<file path="src/rtl/core/imp_pkg.sv">
// ----------------------------------------------------------------------------
// imp_pkg
// Shared types, codes and decode constants of the instruction mix profiler.
// ----------------------------------------------------------------------------
package imp_pkg;

  localparam int CNT_WIDTH_DEF = 32;
  localparam int VALUE_W       = 32;
  localparam int NUM_EVENTS    = 10;
  localparam int NUM_REGS      = 32;
  localparam int EV_IDX_W      = 4;
  localparam int REG_IDX_W     = 5;
  localparam int STAT_IDX_W    = 7;

  localparam logic [STAT_IDX_W-1:0] STAT_READ_BASE  = 7'd10;
  localparam logic [STAT_IDX_W-1:0] STAT_WRITE_BASE = 7'd42;
  localparam logic [STAT_IDX_W-1:0] STAT_END        = 7'd74;

  localparam logic FUNC_RECORD = 1'b0;
  localparam logic FUNC_QUERY  = 1'b1;

  localparam logic [1:0] CLS_NONE = 2'd0;
  localparam logic [1:0] CLS_R    = 2'd1;
  localparam logic [1:0] CLS_I    = 2'd2;
  localparam logic [1:0] CLS_J    = 2'd3;

  localparam logic [2:0] CAT_OTHER  = 3'd0;
  localparam logic [2:0] CAT_ARITH  = 3'd1;
  localparam logic [2:0] CAT_LOAD   = 3'd2;
  localparam logic [2:0] CAT_STORE  = 3'd3;
  localparam logic [2:0] CAT_BRANCH = 3'd4;

  localparam logic [1:0] DIR_NONE = 2'd0;
  localparam logic [1:0] DIR_FWD  = 2'd1;
  localparam logic [1:0] DIR_BKW  = 2'd2;
  localparam logic [1:0] DIR_NT   = 2'd3;

  localparam int EV_INSTS = 0;
  localparam int EV_R     = 1;
  localparam int EV_I     = 2;
  localparam int EV_J     = 3;
  localparam int EV_FWD   = 4;
  localparam int EV_BKW   = 5;
  localparam int EV_NT    = 6;
  localparam int EV_ARITH = 7;
  localparam int EV_LOAD  = 8;
  localparam int EV_STORE = 9;

  localparam logic [5:0] OP_SPECIAL = 6'd0;
  localparam logic [5:0] OP_J       = 6'd2;
  localparam logic [5:0] OP_JAL     = 6'd3;
  localparam logic [5:0] OP_BEQ     = 6'd4;
  localparam logic [5:0] OP_BNE     = 6'd5;
  localparam logic [5:0] OP_ADDI    = 6'd8;
  localparam logic [5:0] OP_ADDIU   = 6'd9;
  localparam logic [5:0] OP_SLTI    = 6'd10;
  localparam logic [5:0] OP_SLTIU   = 6'd11;
  localparam logic [5:0] OP_ANDI    = 6'd12;
  localparam logic [5:0] OP_ORI     = 6'd13;
  localparam logic [5:0] OP_LUI     = 6'd15;
  localparam logic [5:0] OP_LW      = 6'd35;
  localparam logic [5:0] OP_LBU     = 6'd36;
  localparam logic [5:0] OP_LHU     = 6'd37;
  localparam logic [5:0] OP_SB      = 6'd40;
  localparam logic [5:0] OP_SH      = 6'd41;
  localparam logic [5:0] OP_SW      = 6'd43;

  localparam logic [5:0] FN_SLL  = 6'd0;
  localparam logic [5:0] FN_SRL  = 6'd2;
  localparam logic [5:0] FN_SRA  = 6'd3;
  localparam logic [5:0] FN_JR   = 6'd8;
  localparam logic [5:0] FN_ADD  = 6'd32;
  localparam logic [5:0] FN_ADDU = 6'd33;
  localparam logic [5:0] FN_SUB  = 6'd34;
  localparam logic [5:0] FN_AND  = 6'd36;
  localparam logic [5:0] FN_OR   = 6'd37;
  localparam logic [5:0] FN_XOR  = 6'd38;
  localparam logic [5:0] FN_NOR  = 6'd39;
  localparam logic [5:0] FN_SLT  = 6'd42;
  localparam logic [5:0] FN_SLTU = 6'd43;

  typedef struct packed {
    logic [1:0]           inst_class;
    logic [2:0]           op_category;
    logic [1:0]           branch_dir;
    logic                 rd_a_en;
    logic [REG_IDX_W-1:0] rd_a;
    logic                 rd_b_en;
    logic [REG_IDX_W-1:0] rd_b;
    logic                 wr_en;
    logic [REG_IDX_W-1:0] wr;
  } imp_dec_t;

  function automatic logic r_is_arith(input logic [5:0] fn);
    logic hit;
    hit = (fn == FN_SLL) || (fn == FN_SRL) || (fn == FN_SRA) || (fn == FN_ADD) ||
          (fn == FN_ADDU) || (fn == FN_SUB) || (fn == FN_AND) || (fn == FN_OR) ||
          (fn == FN_XOR) || (fn == FN_NOR) || (fn == FN_SLT) || (fn == FN_SLTU);
    return hit;
  endfunction

endpackage

</file>
<file path="src/rtl/core/imp_decode.sv">
// ----------------------------------------------------------------------------
// imp_decode
// Classify one traced instruction and pick the counters it touches.
// ----------------------------------------------------------------------------
module imp_decode (
  input  logic [31:0]      pc,
  input  logic [31:0]      instruction,
  input  logic [31:0]      next_pc,
  output imp_pkg::imp_dec_t dec
);
  import imp_pkg::*;

  logic [5:0]           op;
  logic [5:0]           fn;
  logic [REG_IDX_W-1:0] rs;
  logic [REG_IDX_W-1:0] rt;
  logic [REG_IDX_W-1:0] rd;
  logic [31:0]          pc_plus4;
  logic                 pc_gt_npc;
  logic                 npc_gt_pc;

  assign op        = instruction[31:26];
  assign rs        = instruction[25:21];
  assign rt        = instruction[20:16];
  assign rd        = instruction[15:11];
  assign fn        = instruction[5:0];
  assign pc_plus4  = pc + 32'd4;
  assign pc_gt_npc = pc > next_pc;
  assign npc_gt_pc = next_pc > pc;

  always_comb begin
    dec = '0;
    dec.inst_class  = CLS_I;
    dec.op_category = CAT_OTHER;
    dec.branch_dir  = DIR_NONE;
    dec.rd_a        = rs;
    dec.rd_b        = rt;
    dec.wr          = rt;
    priority if (op == OP_SPECIAL) begin
      dec.inst_class = CLS_R;
      if (r_is_arith(fn)) begin
        dec.op_category = CAT_ARITH;
      end else if (fn == FN_JR) begin
        dec.op_category = CAT_BRANCH;
        dec.branch_dir  = pc_gt_npc ? DIR_BKW : DIR_FWD;
      end
      dec.rd_a_en = rs != '0;
      dec.rd_b_en = rt != '0;
      dec.wr_en   = 1'b1;
      dec.wr      = rd;
    end else if (op == OP_J || op == OP_JAL) begin
      dec.inst_class  = CLS_J;
      dec.op_category = CAT_BRANCH;
      dec.branch_dir  = npc_gt_pc ? DIR_FWD : DIR_BKW;
    end else begin
      unique case (op)
        OP_ADDI, OP_ADDIU, OP_SLTI, OP_SLTIU, OP_ANDI, OP_ORI: begin
          dec.op_category = CAT_ARITH;
          dec.wr_en       = 1'b1;
          dec.rd_a_en     = 1'b1;
        end
        OP_LUI: begin
          dec.op_category = CAT_LOAD;
          dec.wr_en       = 1'b1;
        end
        OP_LW, OP_LBU, OP_LHU: begin
          dec.op_category = CAT_LOAD;
          dec.wr_en       = 1'b1;
          dec.rd_a_en     = 1'b1;
        end
        OP_SB, OP_SH, OP_SW: begin
          dec.op_category = CAT_STORE;
          dec.wr_en       = 1'b1;
          dec.rd_a_en     = 1'b1;
        end
        OP_BEQ, OP_BNE: begin
          dec.op_category = CAT_BRANCH;
          dec.rd_a_en     = 1'b1;
          dec.rd_b_en     = 1'b1;
          if (next_pc == pc_plus4) begin
            dec.branch_dir = DIR_NT;
          end else begin
            dec.branch_dir = pc_gt_npc ? DIR_BKW : DIR_FWD;
          end
        end
        default: begin
          dec.op_category = CAT_OTHER;
        end
      endcase
    end
  end

endmodule

</file>
<file path="config.mk">
export PLATFORM = sky130hd
export DESIGN_NAME = imp_decode
export DESIGN_NICKNAME = d
export VERILOG_FILES = /design/src/rtl/core/imp_pkg.sv /design/src/rtl/core/imp_decode.sv
export SDC_FILE = /design/constraint.sdc
export NUM_CORES = 1
export LEC_CHECK = 0
export BUFFER_PORTS_ARGS = -buffer_cell sky130_fd_sc_hd__buf_2
export CAP_MARGIN = 20
export CORE_AREA = 2 2 72 74
export DETAILED_ROUTE_END_ITERATION = 8
export DIE_AREA = 0 0 74 76
export PLACE_DENSITY = 0.87
export SKIP_LAST_GASP = 1
export SYNTH_ARGS = -nofsm -noshare
export SYNTH_HDL_FRONTEND = slang
export SYNTH_SLANG_ARGS = --single-unit
</file>
<file path="constraint.sdc">
create_clock -name vclk -period 4.4
set_clock_uncertainty 0.2 [all_clocks]
set_input_delay 0.88 -clock vclk [all_inputs]
set_output_delay 0.88 -clock vclk [all_outputs]
set_load 0.005 [all_outputs]
</file>
# After elaboration in Yosys (flattened, before gate mapping)
# Cells that the tools add are included.
dict set report classes {
  add_sub_neg 1
  magnitude_cmp 2
  n_eq_ne 30
  muxes 20
  n_reduce_logical 22
}
# cell count
set ops {}
lappend ops {{== test 6 bit, second input constant} 15}
lappend ops {{> comparator 32 bit} 2}
lappend ops {{== test 6 x 4 -> 1 bit, second input constant} 8}
lappend ops {{adder 32 x 3 -> 32 bit, second input constant} 1}
lappend ops {{== test 32 bit} 1}
lappend ops {{== test 6 x 2 -> 1 bit, second input constant} 4}
lappend ops {{two-way mux 5 bit} 3}
lappend ops {{OR reduction 14 bit} 1}
lappend ops {{OR reduction 13 bit} 1}
lappend ops {{== test 6 x 3 -> 1 bit, second input constant} 2}
lappend ops {{logical NOT 6 bit} 2}
lappend ops {{logical OR 1 bit} 12}
lappend ops {{case mux 3 bit (4 select lines)} 1}
lappend ops {{two-way mux 2 bit} 5}
lappend ops {{nonzero test 5 bit} 2}
lappend ops {{two-way mux 1 bit} 9}
lappend ops {{two-way mux 8 bit} 1}
lappend ops {{OR reduction 6 bit} 1}
lappend ops {{OR reduction 4 bit} 1}
lappend ops {{two-way mux 3 bit} 1}
lappend ops {{OR reduction 3 bit} 1}
lappend ops {{OR reduction 2 bit} 1}
dict set report word_totals {
  reg_bits 0
  input_bits 96
  output_inout_bits 25
  elab_cells 75
}

# Longest topological paths before layout
# Gate-level depths: netlist of run 1.
dict set report depth {
  ltp_word 14
  mapped_depth 10
  ltp_nobuf 9
}

# Worst setup path after synthesis of run 1
# No wires, ideal clock.
dict set report synth_timing {
  path_type {input -> output}
  startpoint {input port pc[2]}
  endpoint {output port dec[18] in the netlist's numbering}
  arrival_ns 2.910
  required_time_ns 3.320
  path_slack_ns 0.410
  cell_stages 8
  path_buffers 0
  cell_sequence {ha_1 > xnor2_1 > o2111ai_1 > or4_1 > or4_1 > a2111oi_2 > nand4_1 > o21ai_1}
}
# item line_no
set synth_rtl {}
lappend synth_rtl {{from (decl)} imp_decode.sv:6} ;# input logic [31:0] pc,
lappend synth_rtl {{to (decl)} imp_decode.sv:9} ;# output imp_pkg::imp_dec_t dec

==> results of run 1 <==
==> worst max-delay path, stage by stage <==
cell and delay (ns):
buf_2 0.11, ha_1 0.29, xnor2_1 0.15, o2111ai_1 0.11
or4_1 0.49, or4_4 0.44, a2111oi_4 0.22, nand4_1 0.20
o21ai_1 0.18, buf_2 0.14
==> Yosys cell counts (all sizes together), types with 3 or more instances <==
master,count,share of area (%)
a21o,5,1.7
a21oi,18,4.0
a31oi,5,1.4
and3,5,1.4
and4,4,1.5
buf,10,3.3
clkbuf,6,0.99
ha,33,18
inv,38,6.3
mux2,5,2.5
mux2i,3,1.3
nand2,23,3.8
nand2b,9,2.5
nand3,17,3.7
nand4,17,4.7
nor2,18,3.0
nor3,8,1.8
nor4,12,4.0
o211ai,7,2.3
o21a,5,1.7
o21ai,20,4.4
o31ai,4,1.3
or3,4,1.1
or4,6,2.0
xnor2,19,7.3
xor2,16,6.2
==> per-stage QoR <==
| step | utilization, % | std cells | hold slack [ns] | setup TNS [ns] | cell area (um2) |
|---|---|---|---|---|---|
| detailed placement | 59.7 | 520 | 1.74 | -0.109 | 2930 |
| global route | 60.1 | 520 | 1.74 | 0 | 2950 |
| finish | 60.1 | 520 | 1.74 | 0 | 2950 |
| CTS | 60.0 | 520 | 1.74 | 0 | 2950 |
| global placement | 59.7 | 520 | 1.74 | -0.102 | 2930 |
| floorplan | - | 338 | 1.59 | 0 | 2270 |
==> where the power goes <==
group,internal (W),switching (W)
clock,0,0
combinational,0.000120,0.000138
sequential,0,0
total,0.000120,0.000138
==> area by class of cell <==
cell class	count	area, um2	area share (%)
inverters	38	143	4.83
multi-input cells	284	2050	69.5
repair buffers	128	671	22.7
well taps	70	87.6	2.97
==> layer usage <==
| layer | global-route usage, % | vias up |
|---|---|---|
| li1 | - | 1472 |
| met1 | 28.2 | 1311 |
| met2 | 44.6 | 126 |
| met3 | 1.85 | 9 |
| met4 | 3.82 | 0 |
| met5 | 0 | - |
==> final timing paths <==
kind,slack [ns],end,depth (start not counted),startpoint
setup / recovery,0.11,dec[18],10,pc[2]
hold / removal,1.74,dec[14],2,instruction[23]
==> cell usage in the layout (no fill, tap or decap), types with 8 or more instances in the layout <==
cell type and count:
a21oi_1 18, buf_2 116, buf_4 12, ha_1 33, inv_1 38, nand2_1 23
nand2b_1 9, nand3_1 17, nand4_1 17, nor2_1 18, nor3_1 8, nor4_1 11
o21ai_0 18, xnor2_1 19, xor2_1 16
==> what timing repair did <==
action | in CTS | in global routing
endpoints found under the hold margin | 0 | 0
gates resized for setup | 2 | 1
pin swaps | 3 | 1
endpoints found under the setup margin | 2 | 1
cloned | 0 | 0
==> cells by family after synthesis <==
family          Yosys count
simple gates            127
mux                       8
fa+ha+maj                33
buf+inv                  54
xor+xnor                 35
compound gates           81
==> impl_metrics.json, run 1 <==
{
  "status": "complete, no violations",
  "port_buffers": 116,
  "dr_wl_met2_um": 3510,
  "max_freq_mhz": 233,
  "drv_slew": 0,
  "ctsHoldBuffers": 0,
  "p_leak_nw": 1.45,
  "routedWlPerCell_um": 13.2,
  "gp_congestion": 0.926,
  "vias": 2918,
  "seq_area_um2": 0,
  "core_area_um2": 4910,
  "synth_compound_area_share_pct": 23.3,
  "synth-simple-area-share_pct": 30.7,
  "track_usage_pct": 23.5,
  "initial_core_util_pct": 46.3,
  "p_total_w": 0.000258,
  "ant_nets": 0,
  "nClkBuffers": 0,
  "io_pins": 121,
  "worst_pin_slew_ns": 0.666,
  "rsz0062_at_grt": "no",
  "required_ns": 3.32,
  "wl_um": 6890,
  "relSlewSlack_pct": 55.2,
  "syn_area_per_cell_um2": 6.72,
  "viasPerCell": 5.61,
  "synthMuxAreaShare_pct": 3.80,
  "drt_iter0_drc": 228,
  "place_hpwl_um": 6060,
  "grt_max_degree": 12,
  "dp_slack_ns": -0.0759,
  "die_area_um2": 5620,
  "syn-cell-area_um2": 2270,
  "setup_ws_ns": 0.112,
  "routedLengthMet1_um": 2810,
  "post-cts-setup-buffer-count": 0,
  "end_kind": "output port",
  "path_max_fanout": 2,
  "ys_types": 44,
  "final_nets": 581,
  "drive_above_1_share_pct": 30.7,
  "n_sequential_cell": 0,
  "antenna_found_initial": 0,
  "die_width_um": 74,
  "wl_met3_um": 460,
  "n_antenna_cell": 0,
  "ys_warn_count": 0,
  "synth_top_family_by_area": "simple AND/OR/NAND/NOR gates",
  "period_share_pct": 97.4,
  "finalHoldViolations": 0,
  "grt_pass1_vias": 2694,
  "fp-row-count": 26,
  "drc": 0,
  "layout_min_cycle_time_ns": 4.29,
  "netlist_instances": 338,
  "power_per_cell_area_nw_per_um2": 87.3,
  "synth_xor_area_share_pct": 13.5,
  "setup_violations": 0,
  "dr.max_layer_used": "met4",
  "start_kind": "input port",
  "die_y_um": 76,
  "ys_seq_area_share_pct": 0,
  "max-vdd-ir-drop_uv": 41.5,
  "cap_violations": 0,
  "cp.arrival_ns": 3.21,
  "hold_class": "input port to output port",
  "grt_pass1_wl_um": 11200,
  "area_delta_synth_final_pct": 30.0,
  "gr-total-overflow": 0,
  "filler_cell_count": 450,
  "syn_nets": 467,
  "synth_adder_area_share_pct": 18.2,
  "timing_worst_setup_path_type": "input port to output port",
  "firstDrtPassIters": 4
}
Note: power is estimated with default switching activity, not from simulation.
==> run 2: changes to the inputs <==
--- a/config.mk
+++ b/config.mk
@@ -5,11 +5,14 @@
 export SDC_FILE = /design/constraint.sdc
 export NUM_CORES = 1
 export LEC_CHECK = 0
+export ABC_AREA = 1
 export BUFFER_PORTS_ARGS = -buffer_cell sky130_fd_sc_hd__buf_2
 export CAP_MARGIN = 20
-export CORE_AREA = 2 2 72 74
+export CORE_AREA = 2 2 76 78
 export DETAILED_ROUTE_END_ITERATION = 8
-export DIE_AREA = 0 0 74 76
+export DIE_AREA = 0 0 78 80
+export GPL_ROUTABILITY_DRIVEN = 1
+export MAX_ROUTING_LAYER = met4
 export PLACE_DENSITY = 0.87
 export SKIP_LAST_GASP = 1
 export SYNTH_ARGS = -nofsm -noshare
==> run 2 against run 1 <==
- final area rose by 8.9%
- sequential share of layout area did not move
- cell count rose by 33%
- combinational power barely moved
- area after synthesis rose by 15%
- worst hold slack improved by 0.0045 ns
- count of clock-buffer cells in the layout did not move
- largest power group unchanged
- global-route usage rose by 2.0 points
- first-iteration DRC count fell by 31%
- highest routed layer unchanged
- sequential cell count did not move
- synthesized cell count rose by 52%
==> impl_metrics.json, run 2 <==
{
  "die_width_um": 78,
  "drt_iter0_drc": 157,
  "synth_compound_area_share_pct": 9.79,
  "crit_family": "simple AND/OR/NAND/NOR gates",
  "wl_met3_um": 552,
  "port_buffers": 116,
  "firstDrtPassIters": 5,
  "cts_resized": 0,
  "drv_slew": 0,
  "setup_violations": 0,
  "max-vdd-ir-drop_uv": 38.8,
  "gp_congestion": 0.965,
  "synth_adder_area_share_pct": 15.8,
  "period_share_pct": 90.6,
  "post-cts-setup-buffer-count": 0,
  "filler_cell_count": 556,
  "multiInputGateArea_um2": 2220,
  "synth_top_area_share_pct": 26.5,
  "initial_core_util_pct": 48.4,
  "vias": 3510,
  "final_nets": 750,
  "area_delta_synth_final_pct": 22.7,
  "drc": 0,
  "synth_xor_area_share_pct": 6.35,
  "required_ns": 3.32,
  "fin_setup_tns_ns": 0,
  "fp-row-count": 27,
  "synthTopCellsByArea": "nand2_1 27%, ha_1 16%, inv_1 12%",
  "grt_pass1_wl_um": 13000,
  "final_cell_mix": "185 x nand2_1, 116 x buf_2, 85 x inv_1",
  "nClkBuffers": 0,
  "ys_warn_count": 0,
  "end_kind": "output port",
  "n_sequential_cell": 0,
  "routedWlPerCell_um": 11.5,
  "seqPwrFrac_pct": 0,
  "syn_area_per_cell_um2": 5.10,
  "routedLengthMet1_um": 3170,
  "ant_nets": 0,
  "p_leak_nw": 1.94,
  "viasPerCell": 5.08,
  "crit_buf_inv": 2,
  "syn_nets": 642,
  "critPathMaxStageDelay_ns": 0.28,
  "p_comb_share_pct": 100.0,
  "p_switching_w": 0.000148,
  "cap_violations": 0,
  "worst_pin_slew_ns": 0.432,
  "drive_above_1_share_pct": 21.6,
  "wl_um": 7970,
  "cpMostUsedCell": "nand2_1",
  "finalHoldViolations": 0,
  "ctsHoldBuffers": 0,
  "yosys.area.top_type": "nand2_1",
  "power_per_cell_area_nw_per_um2": 79.7,
  "max_freq_mhz": 251,
  "rsz0062_at_grt": "no",
  "place_hpwl_um": 7160,
  "path_cells": "buf_2 -> ha_1 -> nand3_1 -> nor2_1 -> nand2_1 -> nor2_2 -> nand2_1 -> nand2_1 -> nand3_1 -> nor2_1 -> nand3b_1 -> o21bai_1 -> nand2_1 -> nand3_1 -> buf_2",
  "layout_min_cycle_time_ns": 3.99,
  "timing_worst_setup_path_type": "input port to output port",
  "synth_most_common_cell": "nand2_1",
  "worst_path_max_delay_cell": "nor2_1",
  "core_area_um2": 5410,
  "internal-power_w": 0.000108,
  "ys_seq_area_share_pct": 0,
  "netSwitchingFraction_pct": 57.7,
  "path_max_fanout": 4,
  "die_y_um": 80,
  "grt_pass1_vias": 3254,
  "gr-total-overflow": 0,
  "power.clock.fraction_pct": 0,
  "relSlewSlack_pct": 70.9,
  "syn-cell-area_um2": 2620,
  "synthMuxAreaShare_pct": 0,
  "dr.max_layer_used": "met4",
  "n_antenna_cell": 0,
  "dr_wl_met2_um": 4160,
  "start_kind": "input port",
  "ys_types": 28,
  "fin_util_pct": 59.5,
  "final_common_cell": "nand2_1",
  "hold_class": "input port to output port",
  "track_usage_pct": 25.5,
  "netlist_instances": 513,
  "die_area_um2": 6240,
  "io_pins": 121,
  "status": "complete, no violations",
  "cp.arrival_ns": 2.91,
  "synth_top_family_by_area": "simple AND/OR/NAND/NOR gates",
  "grt_max_degree": 11,
  "antenna_found_initial": 0,
  "seq_area_um2": 0,
  "synth-simple-area-share_pct": 52.9,
  "synth_common_cells": "185 x nand2_1, 85 x inv_1, 55 x nor2_1"
}
run 2: logic make-up (layout without fill, tap and decap cells):
kind of cell,after synthesis,in the layout
AO/OA/AOI/OAI,45,45
XOR/XNOR,19,19
buffers and inverters,96,202
adder cells (fa/ha/maj),33,33
AND/OR/NAND/NOR,320,320
run 2: worst paths after layout:
kind	depth (start not counted)	to	from
setup / recovery	15	dec[19]	pc[3]
hold / removal	2	dec[6]	instruction[16]
run 2: cell type report:
class / count / share of cell area, %
multi-input combinational: 417 / 69.1
timing repair buffer: 116 / 18.1
inverter: 86 / 10.0
tap: 72 / 2.80
run 2: routing by layer:
| layer | vias up | track usage, % |
|---|---|---|
| li1 | 1830 | - |
| met1 | 1535 | 27.4 |
| met2 | 135 | 51.4 |
| met3 | 10 | 1.58 |
| met4 | 0 | 4.91 |
| met5 | - | - |
run 2: stage by stage:
stage	cells	area, um2	hold slack (ns)	worst slack, ns	total power, W
after floorplan	513	2620	1.64	1.02	0.000152
after detailed placement	691	3210	1.74	0.453	0.000253
after global placement	691	3210	1.74	0.514	0.000245
final	691	3210	1.74	0.411	0.000256
after CTS	691	3210	1.74	0.445	0.000255
after global routing	691	3210	1.75	0.175	0.000293
run 2: power by group through the flow:
stage	Combinational (W)	Clock (W)	Sequential [W]
global placement	0.000245	0	0
CTS	0.000255	0	0
floorplan	0.000152	0	0
finish	0.000256	0	0
detailed placement	0.000253	0	0
global route	0.000293	0	0
==> run 3: changes to the inputs <==
==> constraint.sdc (replaced) <==
create_clock -name vclk -period 4.4
set_clock_uncertainty 0.2 [all_clocks]
set_input_delay 1.32 -clock vclk [all_inputs]
set_output_delay 1.32 -clock vclk [all_outputs]
set_load 0.005 [all_outputs]
==> run 3 against run 2 <==
- the flow now finishes with violations (design-rule violations, negative setup slack)
- worst setup slack worse by 0.84 ns
- non-clock buffer count grew 96
- final area increased by 35%
- core utilization rose by 21 points
- worst hold slack better by 0.88 ns
- total power rose by 52%
- critical path depth rose by 4
- global-route usage up 12 points
- maximum frequency fell by 17%
==> impl_metrics.json, run 3 (same netlist as run 2, synthesis figures left out) <==
{
  "status": "finished with violations",
  "violations": "design-rule violations, negative setup slack",
  "instances_no_fill": 787,
  "ant_nets": 0,
  "critPathLaunch": "pc[2]",
  "period_share_pct": 110,
  "drc": 1,
  "n_sequential_cell": 0,
  "setup_ws_ns": -0.428,
  "place_hpwl_um": 8160,
  "vias": 4379,
  "worst_pin_slew_ns": 0.401,
  "drt_iter0_drc": 496,
  "path_max_fanout": 4,
  "rsz0062_at_grt": "yes",
  "die_y_um": 80,
  "relSlewSlack_pct": 73.0,
  "wl_um": 12500,
  "fin_setup_tns_ns": -0.829,
  "final_common_cell": "nand2_1",
  "routedWlPerCell_um": 15.9,
  "io_pins": 121,
  "timing_worst_setup_path_type": "input port to output port",
  "seqPwrFrac_pct": 0,
  "ctsHoldBuffers": 0,
  "hold_class": "input port to output port",
  "dr.max_layer_used": "met4",
  "seq_area_um2": 0,
  "wl_met3_um": 1290,
  "drv_slew": 0,
  "nClkBuffers": 0,
  "core_area_um2": 5410,
  "max_freq_mhz": 207,
  "p_comb_share_pct": 100.0,
  "netSwitchingFraction_pct": 54.5,
  "finalHoldViolations": 0,
  "grt_pass1_wl_um": 18500,
  "cp.arrival_ns": 3.31,
  "p_leak_nw": 2.45,
  "die_area_um2": 6240,
  "p_switching_w": 0.000212,
  "gr-total-overflow": 0,
  "area_delta_synth_final_pct": 65.8,
  "power_per_cell_area_nw_per_um2": 89.6,
  "max-vdd-ir-drop_uv": 64.1,
  "required_ns": 2.88,
  "routedLengthMet1_um": 4240,
  "antenna_found_initial": 0,
  "dr_wl_met2_um": 6010,
  "end_kind": "output port",
  "start_kind": "input port",
  "drive_above_1_share_pct": 42.1,
  "final_nets": 846,
  "initial_core_util_pct": 48.4,
  "n_antenna_cell": 0,
  "grt_max_degree": 11,
  "final_cell_mix": "166 x nand2_1, 110 x buf_2, 96 x buf_4",
  "grt_pass1_vias": 4294,
  "layout_min_cycle_time_ns": 4.83,
  "port_buffers": 116,
  "placedCellCount": 776,
  "viasPerCell": 5.56,
  "power.clock.fraction_pct": 0,
  "die_width_um": 78,
  "fp-row-count": 27,
  "firstDrtPassIters": 8,
  "track_usage_pct": 37.3,
  "internal-power_w": 0.000177,
  "setup_violations": 2,
  "min-delay-start": "instruction[21]",
  "cap_violations": 0,
  "gp_congestion": 0.963
}
## run 3: worst paths after layout
path / endpoint / slack (ns) / cells after the start
worst min-delay path: dec[12] / 2.62 / 2
worst max-delay path: dec[18] / -0.43 / 19
## run 3: power groups by stage
stage	clock network (W)	registers, W	logic, W
2_1_floorplan	0	0	0.000152
3_3_place_gp	0	0	0.000295
3_5_place_dp	0	0	0.000309
4_1_cts	0	0	0.000349
5_1_grt	0	0	0.000418
6_report	0	0	0.000389
## run 3: critical path, stage by stage
cell	delay [ns]
buf_6	0.09
buf_6	0.11
inv_4	0.04
buf_4	0.13
nor2_4	0.18
buf_6	0.14
nand2_2	0.10
nand2_1	0.13
nand2_1	0.10
nand2_1	0.09
nand2_1	0.08
nor2_2	0.11
nand2_1	0.09
nor2_2	0.10
nand3_2	0.10
o21bai_1	0.14
nand2_1	0.07
nand3_1	0.07
buf_2	0.11
## run 3: layout make-up
class / count / area, um2
repair buffers: 212 / 1340
fillers: 343 / 1060
inverters: 86 / 325
multi-input cells: 417 / 2580
well taps: 72 / 90.1
## run 3: repair_timing
item / in CTS / in global routing
gates cloned: 0 / 0
buffers inserted: 9 / 2
gates resized for setup: 82 / 22
setup endpoints to repair: 2 / 2
pin swaps: 46 / 19
## run 3: layer usage
metal / global-route usage [%] / vias up
li1: - / 2027
met1: 36.8 / 1882
met2: 71.0 / 353
met3: 5.32 / 117
met4: 19.8 / 0
met5: - / -
## run 3: stage by stage
stage          utilization, %  hold slack, ns  total power [W]  worst slack, ns  instance area [um2]
2_1_floorplan               -            2.52         0.000152            0.136                 2620
6_report                 80.3            2.62         0.000389           -0.428                 4340
3_5_place_dp             71.3            2.62         0.000309           -0.401                 3850
3_3_place_gp             71.3            2.62         0.000295           -0.332                 3850
5_1_grt                  80.3            2.63         0.000418           -0.505                 4340
4_1_cts                  78.9            2.62         0.000349           -0.126                 4270
